File: src/sv/yrc_pkg.sv
`timescale 1ns / 1ps
// ----------------------------------------------------------------------------
// yrc_pkg: shared types, constants and functions of the YUV 4:2:0 to RGB unit
// Holds the frame size limits, the Q10 coefficients, the word format passed
// between the front and back parts, and the size fitting and clamp helpers.
// ----------------------------------------------------------------------------
package yrc_pkg;

	// Largest line width and frame height in use.
	localparam int MAX_LINE_WIDTH = 1024;
	localparam int HALF_LINE      = MAX_LINE_WIDTH / 2;

	// Column and row counters, size registers and line store address.
	localparam int POS_W  = $clog2(MAX_LINE_WIDTH);
	localparam int SIZE_W = POS_W + 1;
	localparam int SLOT_W = $clog2(HALF_LINE);

	// Configuration port.
	localparam int CFG_W = 11;
	typedef logic [0:0] cfg_idx_t;
	localparam cfg_idx_t CFG_LINE_WIDTH   = 1'b0;
	localparam cfg_idx_t CFG_FRAME_HEIGHT = 1'b1;

	// Q10 coefficients of the BT.601 studio-range conversion.
	localparam int K_Y  = 1192;
	localparam int K_RV = 1634;
	localparam int K_GV = 833;
	localparam int K_GU = 400;
	localparam int K_BU = 2066;
	localparam int FRAC_BITS = 10;
	localparam int CH_MAX    = 254;
	localparam int Y_OFFSET  = 16;
	localparam int C_OFFSET  = 128;

	// Accumulator wide enough for any sum of products.
	localparam int ACC_W = 22;
	typedef logic signed [ACC_W-1:0] acc_t;
	typedef logic signed [8:0] smp_t;

	// Depth of the queue between the front and back parts.
	localparam int QUEUE_DEPTH = 4;
	localparam int QCNT_W      = $clog2(QUEUE_DEPTH) + 1;

	// One pixel after the front part: luma, its chroma pair and the marks.
	typedef struct packed {
		logic [7:0] luma;
		logic [7:0] cb;
		logic [7:0] cr;
		logic       eol;
		logic       eof;
	} item_t;

	// Bring a written size into 2..MAX_LINE_WIDTH and make it even.
	function automatic logic [SIZE_W-1:0] fit_size(input logic [CFG_W-1:0] v);
		logic [SIZE_W-1:0] s;
		if (v < CFG_W'(2)) begin
			s = SIZE_W'(2);
		end else if (32'(v) > MAX_LINE_WIDTH) begin
			s = SIZE_W'(MAX_LINE_WIDTH);
		end else begin
			s = SIZE_W'(v);
		end
		s[0] = 1'b0;
		return s;
	endfunction

	// Floor a Q10 sum to an integer and clamp it to 0..CH_MAX.
	function automatic logic [7:0] to_channel(input acc_t sum);
		logic [ACC_W-FRAC_BITS-1:0] q;
		logic [7:0]                 c;
		q = sum[ACC_W-1:FRAC_BITS];
		if (sum < 0) begin
			c = 8'd0;
		end else if (32'(q) > CH_MAX) begin
			c = 8'(CH_MAX);
		end else begin
			c = q[7:0];
		end
		return c;
	endfunction

endpackage

File: src/sv/yrc_queue.sv
`timescale 1ns / 1ps
// ----------------------------------------------------------------------------
// yrc_queue: short queue between the front and back parts
// Holds pixels with their chroma pairs so that each side may stall alone.
// ----------------------------------------------------------------------------
module yrc_queue (
	input  logic                        clk,
	input  logic                        arst_n,
	input  logic                        push,
	input  yrc_pkg::item_t              push_item,
	input  logic                        pop,
	output yrc_pkg::item_t              head,
	output logic                        empty,
	output logic [yrc_pkg::QCNT_W-1:0]  count
);
	import yrc_pkg::*;

	localparam int PTR_W = $clog2(QUEUE_DEPTH);

	item_t             slot_q [QUEUE_DEPTH];
	logic [PTR_W-1:0]  wptr_q;
	logic [PTR_W-1:0]  rptr_q;
	logic [QCNT_W-1:0] count_q;

	assign head  = slot_q[rptr_q];
	assign empty = (count_q == '0);
	assign count = count_q;

	// Pointers and fill count.
	always_ff @(posedge clk or negedge arst_n) begin
		if (!arst_n) begin
			wptr_q  <= '0;
			rptr_q  <= '0;
			count_q <= '0;
		end else begin
			if (push) begin
				wptr_q <= wptr_q + PTR_W'(1);
			end
			if (pop) begin
				rptr_q <= rptr_q + PTR_W'(1);
			end
			count_q <= count_q + QCNT_W'(push) - QCNT_W'(pop);
		end
	end

	// Storage.
	always_ff @(posedge clk) begin
		if (push) begin
			slot_q[wptr_q] <= push_item;
		end
	end

endmodule

File: config.mk
export PLATFORM = sky130hd
export DESIGN_NAME = yrc_queue
export DESIGN_NICKNAME = d
export VERILOG_FILES = /design/src/sv/yrc_pkg.sv /design/src/sv/yrc_queue.sv
export SDC_FILE = /design/constraint.sdc
export NUM_CORES = 1
export LEC_CHECK = 0
export ABC_CLOCK_PERIOD_IN_PS = 5100
export BUFFER_PORTS_ARGS = -buffer_cell sky130_fd_sc_hd__buf_2
export CORE_UTILIZATION = 50
export DETAILED_ROUTE_END_ITERATION = 10
export MAX_ROUTING_LAYER = met4
export PLACE_DENSITY = 0.68
export SLEW_MARGIN = 20
export SYNTH_ARGS = -nofsm -noshare
export SYNTH_HDL_FRONTEND = slang
export SYNTH_SLANG_ARGS = --single-unit
File: constraint.sdc
create_clock -name clk -period 5.1 [get_ports clk]
set_input_delay 0.255 -clock clk [delete_from_list [all_inputs] [get_ports clk]]
set_output_delay 0.255 -clock clk [all_outputs]
set_load 0.03 [all_outputs]
==> results.toml <==
[finish]
regArea_um2 = 3300
multiInputGateArea_um2 = 797
layout-drive-gt1-share = 0.402
syn2layout_area_growth_pct = 13.8
fillers = 580
final_util = 0.601
diodes = 0
nets = 276

[timing]
finalCritPeriodShare = 0.477
tightest_slew_ps = 871
finalClockSkew_ps = 10.1
hold_viol = 0
slew_viol_final = 0
fmax_mhz = 411
fin_setup_tns_ps = 0
rsz0062_at_grt = "no"
setup_viol = 0
period_minus_slack_ps = 2430
slew_headroom = 0.420

[synthesis]
ys_warn_count = 0
yosys-top-cells-area = "edfxtp_1 75%, mux4_2 9.7%, mux4_1 5.0%, dfrtp_1 4.2%, ha_1 1.8%"
synth_nets = 206
synth-seq-cells = 111
syn_area_um2 = 4180
synth.distinct_cells = 16
syn_area_per_cell_um2 = 24.8
syn_inst = 169
ys_seq_area_frac = 0.788
synth_top_cell_area_share = 0.746
yosysTopAreaCell = "edfxtp_1"

[cts]
clkSlewWorstSetupHoldPaths_ps = 100
insertion_delay_ps = 370
cts_sinks = 111
cts_post_setup_buffers_inserted = 0
cts_buffer_depth = 2
cts_resized = 0
ctsRootBufferMaster = "clkbuf_8"
tritoncts = "done"
cts_htree_levels = 3
numCtsBuffers = 9

[status]
status = "finished, final reports clean"

[place]
io_buffer_count = 59
dp_hpwl_um = 3880
gp_congestion = 0.676

[route]
avgRoutedWirePerCell_um = 18.3
drc = 0
vias = 1830
drt_pass1_iterations = 4
avgViaCountPerCell = 5.29
finalWirelength_um = 6340
drt_iter0_markers = 97
drtAntennaViolNets = 0

[die]
fp.dieH_um = 93.5
ios = 60
rows = 32
dieArea_um2 = 8740
die_w_um = 93.5
start_util = 0.528
core_region_area_um2 = 7930

[worst_setup_path]
rrSetupSlack_ps = 3380
slowest_stage = "dfrtp_2"
arrival_ps = 2180
cp_cell_sequence = "mux4_1, buf_2"
cpPeakStageDelay_ps = 950
worst_ep_required_time_ps = 4850
crit_cells = 2
endpoint_kind = "output port"
r2r_cells = 7
cp-start-kind = "flip-flop"
crit_path_max_fanout = 28
critPathTopFamily = "flip-flops"
path_buf_inv = 1
crit_type = "flip-flop to output port"

[global_routing]
grt_overflow = 0
grt_pass1_vias = 1911
track_usage = 0.170
grt_pass1_wl_um = 10100
grt_max_degree = 29
antenna_found_initial = 0

[pwr]
switching_power_uw = 980
clkPwrFrac = 0.169
switching_share = 0.359
seqPwrFrac = 0.482
p_comb_frac = 0.349
intPower_mw = 1.75
ir_drop_mv = 0.355
power_density_nw_per_um2 = 573
p_leak_nw = 1.70

[min_path]
hold_class = "input port to flip-flop"
hold_path_depth = 1

[flow_run]
maxCapViolations = 0
## flip-flops by register name, summed over array words and instances (netlist names)
| name | count |
|---|---|
| rptr_q | 2 |
| count | 3 |
| slot_q | 104 |
| wptr_q | 2 |
## cell families (layout without fill, tap and decap cells)
logic type,after synthesis,in the layout,synth area share
buffers and inverters,12,87,0.0212
AND/OR/NAND/NOR,7,7,0.00897
adder cells (fa/ha/maj),7,7,0.0227
AO/OA/AOI/OAI,1,1,0.00120
XOR/XNOR,5,5,0.0105
multiplexers,26,26,0.147
flip-flops,111,111,0.788
## final timing paths
path / startpoint / to
worst min register to register: wptr_q[0] / wptr_q[0]
max in group asynchronous: arst_n / rptr_q[0]
min in group asynchronous: arst_n / count[2]
worst max-delay path: rptr_q[0] / head[2]
worst max register to register: count[0] / count[2]
worst min-delay path: push_item[1] / slot_q[2][1]
## layout make-up
type | instances | share of cell area
clock buffers | 9 | 0.0260
inverters | 6 | 0.00473
well taps | 102 | 0.0268
clock inverters | 7 | 0.0102
flip-flops and latches | 111 | 0.693
repair buffers | 65 | 0.0720
multi-input cells | 46 | 0.167
## synthesized netlist by cell type
| master | count |
|---|---|
| buf_12 | 2 |
| nand2_1 | 2 |
| xor2_1 | 2 |
| ha_1 | 6 |
| o21ai_0 | 1 |
| buf_6 | 1 |
| fa_1 | 1 |
| and2_1 | 4 |
| nor3_1 | 1 |
| edfxtp_1 | 104 |
| inv_1 | 6 |
| buf_2 | 3 |
| mux4_1 | 8 |
| mux4_2 | 18 |
| xnor2_1 | 3 |
| dfrtp_1 | 7 |
## repair_timing
action	CTS	global route
setup endpoints to repair	0	0
hold buffers	1	0
endpoints found under the hold margin	7	0
## through the flow
step                      worst slack [ps]  instance area, um^2  power [mW]  instances  hold WS (ps)
final                                 2670                 4760        2.73        346          94.2
after global routing                  2500                 4760        2.87        346          85.7
after CTS                             2590                 4760        2.77        346          81.1
after detailed placement              2990                 4580        2.31        329          96.2
after global placement                3000                 4580        2.30        329          96.4
after floorplan                       3290                 4180        2.07        169         -40.6
## layer usage
metal	wire [um]	part of all wire	vias up	GRT usage
met5	0	0	-	-
met2	3170	0.50	44	0.264
met4	141	0.022	0	0.0885
li1	-	-	841	-
met3	253	0.040	11	0.0325
met1	2770	0.44	934	0.216
## layout by cell type, fill, tap and decap left out, drive strengths merged, types with 3 or more instances in the layout
cell,instances
clkbuf,9
and2,4
xnor2,3
edfxtp,104
dfrtp,7
ha,6
buf,64
mux4,26
inv,7
clkinv,6
## power groups by stage
stage	Combinational [mW]	Clock [mW]	Sequential (mW)
finish	0.952	0.462	1.31
global route	1.02	0.504	1.34
CTS	0.972	0.473	1.32
detailed placement	0.969	0	1.34
global placement	0.961	0	1.33
floorplan	0.794	0	1.28
(Power assumes the default switching activity.)
