[src/sv/yrc_pkg.sv]
`timescale 1ns / 1ps
// ----------------------------------------------------------------------------
// yrc_pkg: shared types, constants and functions of the YUV 4:2:0 to RGB unit
// Holds the frame size limits, the Q10 coefficients, the word format passed
// between the front and back parts, and the size fitting and clamp helpers.
// ----------------------------------------------------------------------------
package yrc_pkg;

	// Largest line width and frame height in use.
	localparam int MAX_LINE_WIDTH = 1024;
	localparam int HALF_LINE      = MAX_LINE_WIDTH / 2;

	// Column and row counters, size registers and line store address.
	localparam int POS_W  = $clog2(MAX_LINE_WIDTH);
	localparam int SIZE_W = POS_W + 1;
	localparam int SLOT_W = $clog2(HALF_LINE);

	// Configuration port.
	localparam int CFG_W = 11;
	typedef logic [0:0] cfg_idx_t;
	localparam cfg_idx_t CFG_LINE_WIDTH   = 1'b0;
	localparam cfg_idx_t CFG_FRAME_HEIGHT = 1'b1;

	// Q10 coefficients of the BT.601 studio-range conversion.
	localparam int K_Y  = 1192;
	localparam int K_RV = 1634;
	localparam int K_GV = 833;
	localparam int K_GU = 400;
	localparam int K_BU = 2066;
	localparam int FRAC_BITS = 10;
	localparam int CH_MAX    = 254;
	localparam int Y_OFFSET  = 16;
	localparam int C_OFFSET  = 128;

	// Accumulator wide enough for any sum of products.
	localparam int ACC_W = 22;
	typedef logic signed [ACC_W-1:0] acc_t;
	typedef logic signed [8:0] smp_t;

	// Depth of the queue between the front and back parts.
	localparam int QUEUE_DEPTH = 4;
	localparam int QCNT_W      = $clog2(QUEUE_DEPTH) + 1;

	// One pixel after the front part: luma, its chroma pair and the marks.
	typedef struct packed {
		logic [7:0] luma;
		logic [7:0] cb;
		logic [7:0] cr;
		logic       eol;
		logic       eof;
	} item_t;

	// Bring a written size into 2..MAX_LINE_WIDTH and make it even.
	function automatic logic [SIZE_W-1:0] fit_size(input logic [CFG_W-1:0] v);
		logic [SIZE_W-1:0] s;
		if (v < CFG_W'(2)) begin
			s = SIZE_W'(2);
		end else if (32'(v) > MAX_LINE_WIDTH) begin
			s = SIZE_W'(MAX_LINE_WIDTH);
		end else begin
			s = SIZE_W'(v);
		end
		s[0] = 1'b0;
		return s;
	endfunction

	// Floor a Q10 sum to an integer and clamp it to 0..CH_MAX.
	function automatic logic [7:0] to_channel(input acc_t sum);
		logic [ACC_W-FRAC_BITS-1:0] q;
		logic [7:0]                 c;
		q = sum[ACC_W-1:FRAC_BITS];
		if (sum < 0) begin
			c = 8'd0;
		end else if (32'(q) > CH_MAX) begin
			c = 8'(CH_MAX);
		end else begin
			c = q[7:0];
		end
		return c;
	endfunction

endpackage

[src/sv/yrc_back.sv]
`timescale 1ns / 1ps
// ----------------------------------------------------------------------------
// yrc_back: conversion side of the YUV 4:2:0 to RGB unit
// Multiplies by the Q10 coefficients, sums, floors and clamps each channel,
// and holds the result in the output register.
// ----------------------------------------------------------------------------
module yrc_back (
	input  logic           clk,
	input  logic           arst_n,
	input  yrc_pkg::item_t head,
	input  logic           empty,
	output logic           pop,
	output logic           m_axis_tvalid,
	input  logic           m_axis_tready,
	output logic [23:0]    m_axis_tdata,
	output logic           m_axis_tlast,
	output logic           m_axis_tuser
);
	import yrc_pkg::*;

	smp_t y;
	smp_t u;
	smp_t v;
	logic out_en;
	logic b1_en;

	logic valid_s1;
	acc_t ys_s1;
	acc_t rv_s1;
	acc_t gv_s1;
	acc_t gu_s1;
	acc_t bu_s1;
	logic eol_s1;
	logic eof_s1;

	logic valid_s2;
	acc_t sum_r;
	acc_t sum_g;
	acc_t sum_b;

	// Stall control: each stage moves when the one after it has room.
	assign out_en = !valid_s2 || m_axis_tready;
	assign b1_en  = !valid_s1 || out_en;
	assign pop    = b1_en && !empty;

	// Offset samples.
	always_comb begin
		y = smp_t'({1'b0, head.luma}) - smp_t'(Y_OFFSET);
		u = smp_t'({1'b0, head.cb}) - smp_t'(C_OFFSET);
		v = smp_t'({1'b0, head.cr}) - smp_t'(C_OFFSET);
	end

	// Stage one: coefficient products.
	always_ff @(posedge clk or negedge arst_n) begin
		if (!arst_n) begin
			valid_s1 <= 1'b0;
		end else if (b1_en) begin
			valid_s1 <= !empty;
		end
	end

	always_ff @(posedge clk) begin
		if (pop) begin
			ys_s1  <= acc_t'(y) * acc_t'(K_Y);
			rv_s1  <= acc_t'(v) * acc_t'(K_RV);
			gv_s1  <= acc_t'(v) * acc_t'(K_GV);
			gu_s1  <= acc_t'(u) * acc_t'(K_GU);
			bu_s1  <= acc_t'(u) * acc_t'(K_BU);
			eol_s1 <= head.eol;
			eof_s1 <= head.eof;
		end
	end

	// Channel sums.
	always_comb begin
		sum_r = ys_s1 + rv_s1;
		sum_g = ys_s1 - gv_s1 - gu_s1;
		sum_b = ys_s1 + bu_s1;
	end

	// Stage two: floor, clamp and output register.
	always_ff @(posedge clk or negedge arst_n) begin
		if (!arst_n) begin
			valid_s2 <= 1'b0;
		end else if (out_en) begin
			valid_s2 <= valid_s1;
		end
	end

	always_ff @(posedge clk) begin
		if (out_en && valid_s1) begin
			m_axis_tdata <= {to_channel(sum_b), to_channel(sum_g), to_channel(sum_r)};
			m_axis_tlast <= eol_s1;
			m_axis_tuser <= eof_s1;
		end
	end

	assign m_axis_tvalid = valid_s2;

endmodule

[config.mk]
export PLATFORM = sky130hd
export DESIGN_NAME = yrc_back
export DESIGN_NICKNAME = d
export VERILOG_FILES = /design/src/sv/yrc_pkg.sv /design/src/sv/yrc_back.sv
export SDC_FILE = /design/constraint.sdc
export NUM_CORES = 1
export LEC_CHECK = 0
export BUFFER_PORTS_ARGS = -buffer_cell sky130_fd_sc_hd__buf_2
export CORE_MARGIN = 2
export CORE_UTILIZATION = 68
export CTS_CLUSTER_DIAMETER = 200
export DETAILED_ROUTE_END_ITERATION = 6
export GPL_TIMING_DRIVEN = 0
export PLACE_DENSITY = 0.94
export SLEW_MARGIN = 20
export SYNTH_ARGS = -nofsm -noshare
export SYNTH_HDL_FRONTEND = slang
export SYNTH_SLANG_ARGS = --single-unit
[constraint.sdc]
create_clock -name clk -period 20.1 [get_ports clk]
set_clock_uncertainty 0.2 [all_clocks]
set_input_delay 6.03 -clock clk [delete_from_list [all_inputs] [get_ports clk]]
set_output_delay 6.03 -clock clk [all_outputs]
set_load 0.03 [all_outputs]
==> flow_summary.yaml <==
power_and_ir_drop:
  p_leak_uw: 0.00611
  power.total_uw: 1640
  p_per_area_nw_per_um2: 130
  max-vdd-ir-drop_mv: 0.0885
clocking:
  clockRootBuffer: "clkbuf_16"
  postCtsResizedCells: 0
  cts_tree: "built"
  ctsHoldBuffers: 0
  cts.path.max_buffers: 2
  clk_latency_ns: 0.43
  clk_pin_slew_worst_paths_ns: 0.05
  post_cts_buffers: 0
  cts_buffers: 17
  numClockSinks: 116
  h-tree-depth: 4
grt:
  antenna_found_initial: 0
  grt_util_met2_pct: 56.4
  grtUsageTotal_pct: 32.5
  met3_usage_pct: 6.96
  grt_pass1_vias: 8937
  grt_pass1_wl_um: 44400
  grt_max_degree: 27
  grt_overflow: 0
  grt_use_met1_pct: 37.7
  gr-max-usage-layer: "met2"
worst_setup_path:
  crit_path_start_kind: "input pin"
  arrival_ns: 7.53
  critPathMaxFanout: 19
  setup.worst_path.class: "in -> out"
  crit_path_start: "m_axis_tready"
  r2r-start: "ys_s1[10]"
  cp.required_ns: 13.87
  crit_path_end_kind: "primary output"
synth:
  synth_flop_cell: "edfxtp_1"
  syn_area_um2: 11400
  ys_ff_latch: 116
  synth_cells: 1045
  synthArstFlopShare_pct: 1.72
  synth.avg_cell_area_um2: 10.9
  synth_nets: 1394
  ys_warn_count: 0
  seq_area_frac_synth_pct: 30.5
  synth_cell_types: 62
  synth_edf_count: 114
floorplan:
  coreArea_um2: 16500
  ios: 58
  rows: 47
  start_util_pct: 69.1
  die_h_um: 133
  die-area_um2: 17800
  die-width_um: 133
final_layout:
  fillers: 906
  register_area_um2: 3470
  synthToLayoutAreaGrowth_pct: 11.0
  multiInputGateArea_um2: 7230
  drive_gt1_share_pct: 9.40
  diodes: 0
  nNetsFinal: 1474
  finalInstanceArea_um2: 12600
drt:
  wl_per_cell_um: 20.3
  drt-pass1-iter-count: 7
  antenna_left: 0
  vias_per_cell: 6.23
  drcViolationCount: 0
  vias: 8466
  drt_iter0_drc: 659
  drt-total-wl_um: 27600
timing:
  layout_min_cycle_time_ns: 13.76
  relSlewSlack_pct: 43.2
  tns_ns: 0
  rsz0062_at_grt: "false"
  setup_viol_count_final: 0
  min_period_over_period_pct: 68.5
  tightestPinTransition_ns: 0.846
  whs_ns: 0.227
  finalHoldViolCount: 0
  fmax_ghz: 0.0727
  finalMaxSlewViolations: 0
placed_design:
  placed_area_um2: 12100
  dp_hpwl_um: 20100
  gp_congestion: 0.881
  io_buffers: 57
outcome:
  run_status: "finished clean"
flow_run:
  drv_cap: 0
worst_hold_path:
  min_from: "eol_s1"
  hold_class: "reg -> reg"
## sequential cells by signal, summed over array words and instances, names as in the netlist
| register | flops |
|---|---|
| eof_s1 | 1 |
| gu_s1 | 11 |
| rv_s1 | 16 |
| eol_s1 | 1 |
| m_axis_tvalid | 1 |
| m_axis_tlast | 1 |
| m_axis_tuser | 1 |
| ys_s1 | 18 |
| gv_s1 | 20 |
| valid_s1 | 1 |
| bu_s1 | 21 |
| m_axis_tdata | 24 |
## metrics by stage
stage / utilization [%] / worst slack [ns] / std cells
final: 76.8 / 6.34 / 1358
after global placement: 72.5 / 0.772 / 1322
after CTS: 76.8 / 6.36 / 1358
after floorplan: - / 3.09 / 1045
after global routing: 76.8 / 6.28 / 1358
after detailed placement: 73.2 / 6.36 / 1326
## metal layers
metal / share of wire (%) / routed length, um
met3: 7.4 / 2050
met4: 5.6 / 1560
met5: 0 / 0
met1: 38 / 10400
met2: 49 / 13600
## Yosys cell counts, drive strengths merged, types with 16 or more instances
cell	count	share of area, %
xor2	24	1.8
nor2	46	1.5
nand2	24	0.79
edfxtp	114	30
o21ai	26	1.1
a21o	18	1.2
a21oi	60	2.7
xnor2	62	4.8
inv	185	6.1
nor3	18	0.79
ha	259	28
o21bai	16	1.1
fa	60	11
## cell usage in the layout (no fill, tap or decap), types with 3 or more instances in the layout
cell type     n
o31ai_1       5
nor3b_1       3
nor2b_1       8
o21ai_0      25
inv_1       185
o21bai_1     15
buf_16        3
nor3_1       18
fa_1         60
or2_2         3
clkbuf_16    17
xnor2_1      62
xor2_1       24
nand3_1      15
a21oi_1      58
and2_1        4
o2111ai_1     6
a211oi_1      3
a31oi_1       6
nand2_1      24
inv_6         3
ha_1        259
nand2b_1      6
edfxtp_1    114
clkinvlp_4    6
nand4_1       4
a21o_1       18
o21a_1        7
a21boi_0      9
or3_1         5
and3_1        3
o41ai_1       4
nor2_1       46
buf_2        57
o41a_1        4
## cell type report
type,count,area share [%]
Buffer,1,0.0297
Timing Repair Buffer,61,3.03
Tap cell,220,2.18
Clock buffer,17,3.37
Inverter,185,5.49
Clock inverter,15,1.24
Sequential cell,116,27.5
Multi-Input combinational cell,743,57.2
## critical path, cell delays in order
cell	delay [ns]
buf_2	0.09
nor2b_1	0.07
a21oi_4	0.68
buf_16	0.25
buf_16	0.18
buf_2	0.21
## power breakdown
| group | internal (uW) | switching (uW) |
|---|---|---|
| clock | 182 | 118 |
| combinational | 372 | 576 |
| sequential | 354 | 35.8 |
## cells by family (layout without fill, tap and decap cells)
group	count (synthesis)	after routing	synth area share, %
fa+ha+maj	319	319	39.0
compound gates	184	184	10.9
xor+xnor	86	86	6.62
flops	116	116	30.5
mux	3	3	0.275
buf+inv	186	279	6.13
simple gates	151	151	6.57
## final timing paths
check                             endpoint  slack (ns)  cells past startpoint
min in group asynchronous    m_axis_tvalid        5.18                      1
max                                    pop        6.34                      6
max reg2reg                m_axis_tdata[8]       15.87                     11
min reg2reg                   m_axis_tlast        0.23                      0
max in group asynchronous         valid_s1       14.42                      1
min                           m_axis_tlast        0.23                      0
No activity file was read; power rests on OpenSTA's default activity.
